$ cat src/rtl/core/vertex_transform_perspective_divide_unit_macros.svh
// Assertion macros for the vertex transform unit.
// Included by the top level; each macro expects i_clk and i_rst_n in scope.
`ifndef VERTEX_TRANSFORM_PERSPECTIVE_DIVIDE_UNIT_MACROS_SVH
`define VERTEX_TRANSFORM_PERSPECTIVE_DIVIDE_UNIT_MACROS_SVH

`define VTPD_ASSERT_NOW(lbl, ante, cons, msg) \
    lbl: assert property (@(posedge i_clk) disable iff (!i_rst_n) (ante) |-> (cons)) \
        else $error(msg);

`define VTPD_ASSERT_NEXT(lbl, ante, cons, msg) \
    lbl: assert property (@(posedge i_clk) disable iff (!i_rst_n) (ante) |=> (cons)) \
        else $error(msg);

`endif

$ cat src/rtl/core/vtpd_pkg.sv
// Shared constants and types for the vertex transform unit.
// No dependencies; imported by every module of the block.
package vtpd_pkg;

    localparam int NUM_ROWS    = 4;
    localparam int NUM_LANES   = 3;
    localparam int ROW_WIDTH   = 64;
    localparam int SLOT_WIDTH  = 16;
    localparam int PORT_WIDTH  = 32;
    localparam int ACC_SHIFT   = 8;
    localparam int FRAC_BITS   = 16;
    localparam int QUEUE_DEPTH = 4;
    localparam int QUEUE_PTR_W = 2;
    localparam int QUEUE_CNT_W = 3;

    typedef enum logic [1:0] {
        CFG_ROW0,
        CFG_ROW1,
        CFG_ROW2,
        CFG_ROW3
    } t_cfg_idx;

    typedef struct packed {
        logic empty;
        logic full;
    } t_q_stat;

    function automatic logic [ROW_WIDTH-1:0] row_reset(input logic [1:0] idx);
        logic [ROW_WIDTH-1:0] one;
        one = ROW_WIDTH'(256);
        return one << (SLOT_WIDTH * idx);
    endfunction

endpackage

$ cat src/rtl/core/vtpd_queue.sv
// Short queue between the front end and the back end, with registered read.
// Depends on vtpd_pkg.
module vtpd_queue
    import vtpd_pkg::*;
#(
    parameter int WIDTH = 168
) (
    input  logic             i_clk,
    input  logic             i_rst_n,
    input  logic             i_push,
    input  logic [WIDTH-1:0] i_data,
    output logic             o_valid,
    output logic [WIDTH-1:0] o_data,
    output t_q_stat          o_stat
);

    logic [WIDTH-1:0]       r_mem [QUEUE_DEPTH];
    logic [WIDTH-1:0]       r_rd_data;
    logic [QUEUE_PTR_W-1:0] r_wr_ptr;
    logic [QUEUE_PTR_W-1:0] r_rd_ptr;
    logic [QUEUE_CNT_W-1:0] r_count;
    logic [QUEUE_CNT_W-1:0] n_count;
    logic                   r_valid;
    logic                   pop;

    assign pop = (r_count != '0);

    always_comb begin
        n_count = r_count;
        if (i_push && !pop) begin
            n_count = r_count + QUEUE_CNT_W'(1);
        end else if (pop && !i_push) begin
            n_count = r_count - QUEUE_CNT_W'(1);
        end
    end

    always_ff @(posedge i_clk) begin
        if (i_push) begin
            r_mem[r_wr_ptr] <= i_data;
        end
        if (pop) begin
            r_rd_data <= r_mem[r_rd_ptr];
        end
    end

    always_ff @(posedge i_clk) begin
        if (!i_rst_n) begin
            r_wr_ptr <= '0;
            r_rd_ptr <= '0;
            r_count  <= '0;
            r_valid  <= 1'b0;
        end else begin
            if (i_push) begin
                r_wr_ptr <= r_wr_ptr + QUEUE_PTR_W'(1);
            end
            if (pop) begin
                r_rd_ptr <= r_rd_ptr + QUEUE_PTR_W'(1);
            end
            r_count <= n_count;
            r_valid <= pop;
        end
    end

    assign o_valid      = r_valid;
    assign o_data       = r_rd_data;
    assign o_stat.empty = (r_count == '0);
    assign o_stat.full  = (r_count == QUEUE_CNT_W'(QUEUE_DEPTH));

endmodule

$ cat config.mk
export PLATFORM = sky130hd
export DESIGN_NAME = vtpd_queue
export DESIGN_NICKNAME = d
export VERILOG_FILES = /design/src/rtl/core/vertex_transform_perspective_divide_unit_macros.svh /design/src/rtl/core/vtpd_pkg.sv /design/src/rtl/core/vtpd_queue.sv
export SDC_FILE = /design/constraint.sdc
export NUM_CORES = 1
export LEC_CHECK = 0
export BUFFER_PORTS_ARGS = -buffer_cell sky130_fd_sc_hd__buf_2
export CAP_MARGIN = 0
export CORE_ASPECT_RATIO = 2
export CORE_MARGIN = 3
export CORE_UTILIZATION = 40
export CTS_CLUSTER_DIAMETER = 30
export DETAILED_ROUTE_END_ITERATION = 16
export PLACE_DENSITY = 0.63
export SYNTH_ARGS = -nofsm -noshare
export SYNTH_HDL_FRONTEND = slang
export SYNTH_SLANG_ARGS = --single-unit
$ cat constraint.sdc
create_clock -name i_clk -period 6.1 [get_ports i_clk]
set_clock_uncertainty 0.2 [all_clocks]
set_input_delay 1.83 -clock i_clk [delete_from_list [all_inputs] [get_ports i_clk]]
set_output_delay 1.83 -clock i_clk [all_outputs]
set_load 0.05 [all_outputs]
Word-level counts from Yosys, hierarchy flattened --
Memories as Yosys holds them, arrays and structs flattened. A register that Yosys moved wholly into a read port is not among the register bits. Index checks and enable logic that the tools add are counted.
Word-level totals: word-level logic and storage cells 21, output and inout port bits 171, bits in registers 8, memories 1, bits in writable memories 672
Operators by class: add/sub/neg operators 4, reductions and logical operators 7, equal/unequal tests 1, multiplexer cells 4
Memories:
- r_mem | depth 4, bits a word 168, rd ports 1, clocked after Yosys merged registers in 1, wr ports 1, line vtpd_queue.sv:17 | logic [WIDTH-1:0] r_mem [QUEUE_DEPTH];
Operator list (number):
- 3-bit two-way mux | 2
- 2-bit by 1-bit adder with 2-bit output, second input constant | 2
- 3-bit by 1-bit adder with 3-bit output, second input constant | 1
- 3-bit == test, second input constant | 1
- 3-bit zero test | 1
- 3-bit nonzero test | 1
- 3-bit by 1-bit subtractor with 3-bit output, second input constant | 1
- 1-bit logical AND | 2
- 1-bit zero test | 2
- 1-bit two-way mux | 2
- 2-bit nonzero test | 1

Longest topological paths before layout --
depth in word-level cells 4, depth in mapped cells 6, mapped depth without buffers 5

Worst setup path after synthesis --
OpenSTA, ideal clock, no wires.
kind in2reg, from in i_push, to mem r_mem[0][0], enable pin, stages 1, arrival time 5.654 ns, setup slack -0.302 ns, library setup time 0.548 ns, path through and2_1
Between the ends: longest elaborated chain between the ends 2
RTL lines:
- start: declaration | line vtpd_queue.sv:10 | input logic i_push,
- 1-bit two-way mux | line vtpd_queue.sv:38 | if (i_push) begin
- 1-bit two-way mux (not written as such) | line vtpd_queue.sv:39 | r_mem[r_wr_ptr] <= i_data;
- end: declaration | line vtpd_queue.sv:17
Every way passes these cells.

==> results_dict.tcl <==
set metrics [dict create \
    die_y_um 391 \
    vias 12800 \
    grt_pass1_vias 14100 \
    die_w_um 199 \
    yosysMostFrequentCell "edfxtp_1" \
    syn_to_final_growth_pct 22.1 \
    synth_mux_area_share_pct 12.8 \
    ir_drop_v 0.000863 \
    synth_top_family_by_area "multiplexers" \
    via_per_inst 5.05 \
    cts_buffers 104 \
    num_io_pins 342 \
    syn_nets 1267 \
    max_freq_mhz 234 \
    hp-class "reg2reg" \
    cts_hold_buffers 0 \
    fp-row-count 140 \
    synth_enable_flop_cells 840 \
    fp.dieArea_mm2 0.0778 \
    period_minus_slack_ns 4.27 \
    place_ws_ns 2.18 \
    fin_ws_ns 1.83 \
    root_buffer "clkbuf_16" \
    synth_cell_types 24 \
    synthAdderAreaFrac_pct 0.211 \
    synth-seq-area-share_pct 85.5 \
    hold_ws_ns 0.349 \
    grt_max_degree 121 \
    start_util_pct 40.6 \
    yosysWarnings 0 \
    synth_compound_area_share_pct 0.110 \
    fin_nets 1687 \
    setup_viol 0 \
    synth_top_area_share_pct 84.9 \
    synthFlopType "edfxtp_1" \
    drive_above_1_share_pct 44.5 \
    grt_pass1_wl_mm 88.0 \
    cp_data_arrival_time_ns 2.24 \
    synth-seq-cells 848 \
    cts-resized-gates 0 \
    core-area_mm2 0.0732 \
    grt_overflow 0 \
    synthTopCellsByArea "edfxtp_1, mux4_2, dfxtp_1" \
    cts_tree "built" \
    clockBufferDepth 3 \
    synthesis.area_mm2 0.0297 \
    power.leakage_nw 12.2 \
    grt.total_usage_pct 15.2 \
    synthArstFlopShare_pct 0 \
    firstDrtPassIters 4 \
    portBuffers 341 \
    synthXorXnorAreaFrac_pct 0.118 \
    postCtsSetupBuffers 0 \
    hold_violations 0 \
    powerDensity_mw_per_mm2 528 \
    yosys.area_share.simple_pct 0.350 \
    drc_errors 0 \
    final.fill_count 5886 \
    crit_required_ns 4.07 \
    clk_pin_slew_worst_paths_ns 0.06 \
    synth_top_cell_by_area "edfxtp_1" \
    slew_violations 0 \
    syn_avg_cell_area_um2 27.2 \
    drt-initial-drc-count 603 \
    period_share_pct 70.0 \
    path_max_fanout 7 \
    synth_common_cells "edfxtp_1, mux4_2, buf_2, buf_6, dfxtp_1" \
    outcome "complete, no violations" \
    antenna_left 0 \
    routed_wl_mm 58.3 \
    tightest_slew_ns 0.970 \
    wl_per_cell_um 22.9 \
    antenna_found_initial 23 \
    rsz0062_at_grt "false" \
    maxCapViolations 0 \
    clk_latency_ns 0.67 \
    critPathKind "reg2out" \
    htree_levels 3 \
    cts.sinks 848 \
    setup_tns_ns 0 \
    place_hpwl_mm 33.2 \
    synth_cells 1091 \
    slew_headroom_pct 35.3 \
    gp_congestion 0.731 \
    critPathLaunchType "flop" \
    endpoint_kind "output port" \
]
## worst max-delay path, cell delays in order, from the launching register on
cell     delay [ns]
dfxtp_1        0.37
nor3_1         0.79
buf_2          0.41
## sequential cells by signal (all words and copies together), names as in the netlist
name and flops:
r_rd_ptr 2, o_valid 1, r_count 3, r_wr_ptr 2, o_data 168, r_mem 672
## final cells by class
cell class | count | area [µm²] | area share (%)
Antenna cell | 16 | 40.0 | 0.110
Clock inverter | 85 | 997 | 2.75
Tap cell | 923 | 1150 | 3.18
Timing Repair Buffer | 353 | 1930 | 5.33
Multi-Input combinational cell | 201 | 4050 | 11.2
Clock buffer | 111 | 2690 | 7.42
Sequential cell | 848 | 25400 | 70.0
Inverter | 3 | 18.8 | 0.0517
## metal layers
metal / routed length (µm) / part of all wire [%] / track usage, % / vias to the layer above
met4: 1720 / 3.0 / 6.68 / 12
met5: 90 / 0.15 / 0 / -
met1: 22300 / 38 / 18.4 / 6653
met2: 29600 / 51 / 25.0 / 441
met3: 4530 / 7.8 / 4.88 / 110
li1: - / - / - / 5599
## where the power goes
group | total [W] | switching (W) | internal [W]
logic | 0.00490 | 0.00354 | 0.00135
clock network | 0.00634 | 0.00255 | 0.00378
registers | 0.00794 | 0.000337 | 0.00760
total | 0.0192 | 0.00643 | 0.0127
## placed cells by master, fill, tap and decap left out, types with 5 or more instances in the layout
| cell | Yosys | routed |
|---|---|---|
| mux4_2 | 168 | 168 |
| clkinv_2 | 0 | 15 |
| edfxtp_1 | 840 | 840 |
| inv_8 | 0 | 9 |
| bufinv_16 | 0 | 11 |
| inv_6 | 0 | 21 |
| clkbuf_16 | 0 | 107 |
| dfxtp_1 | 8 | 6 |
| clkinv_1 | 0 | 8 |
| diode_2 | 0 | 16 |
| ha_1 | 5 | 5 |
| buf_12 | 0 | 11 |
| buf_2 | 21 | 341 |
| clkinv_8 | 0 | 9 |
| clkinv_4 | 0 | 7 |
## logic make-up after synthesis
group                    Yosys count
adder cells (fa/ha/maj)            5
buffers and inverters             42
XOR/XNOR                           4
AO/OA/AOI/OAI                      5
AND/OR/NAND/NOR                   17
multiplexers                     170
flip-flops                       848
## path summary, 6_finish.rpt
| kind | startpoint | to | slack (ns) | depth (start not counted) |
|---|---|---|---|---|
| max | r_count[0] | o_stat[1] | 1.83 | 2 |
| min | r_count[2] | r_count[2] | 0.35 | 2 |
| max reg2reg | r_count[0] | o_data[1] | 3.10 | 3 |
| min reg2reg | r_count[2] | r_count[2] | 0.35 | 2 |
## per-stage QoR
step | total power, W | util, % | instances | area, µm²
after global routing | 0.0200 | 49.5 | 2530 | 36300
after floorplan | 0.0118 | - | 1091 | 29700
after detailed placement | 0.0131 | 44.5 | 2328 | 32500
after global placement | 0.0130 | 44.5 | 2328 | 32500
final | 0.0192 | 49.5 | 2540 | 36300
after CTS | 0.0195 | 49.5 | 2524 | 36200
No activity file was read; power rests on OpenSTA's default activity.
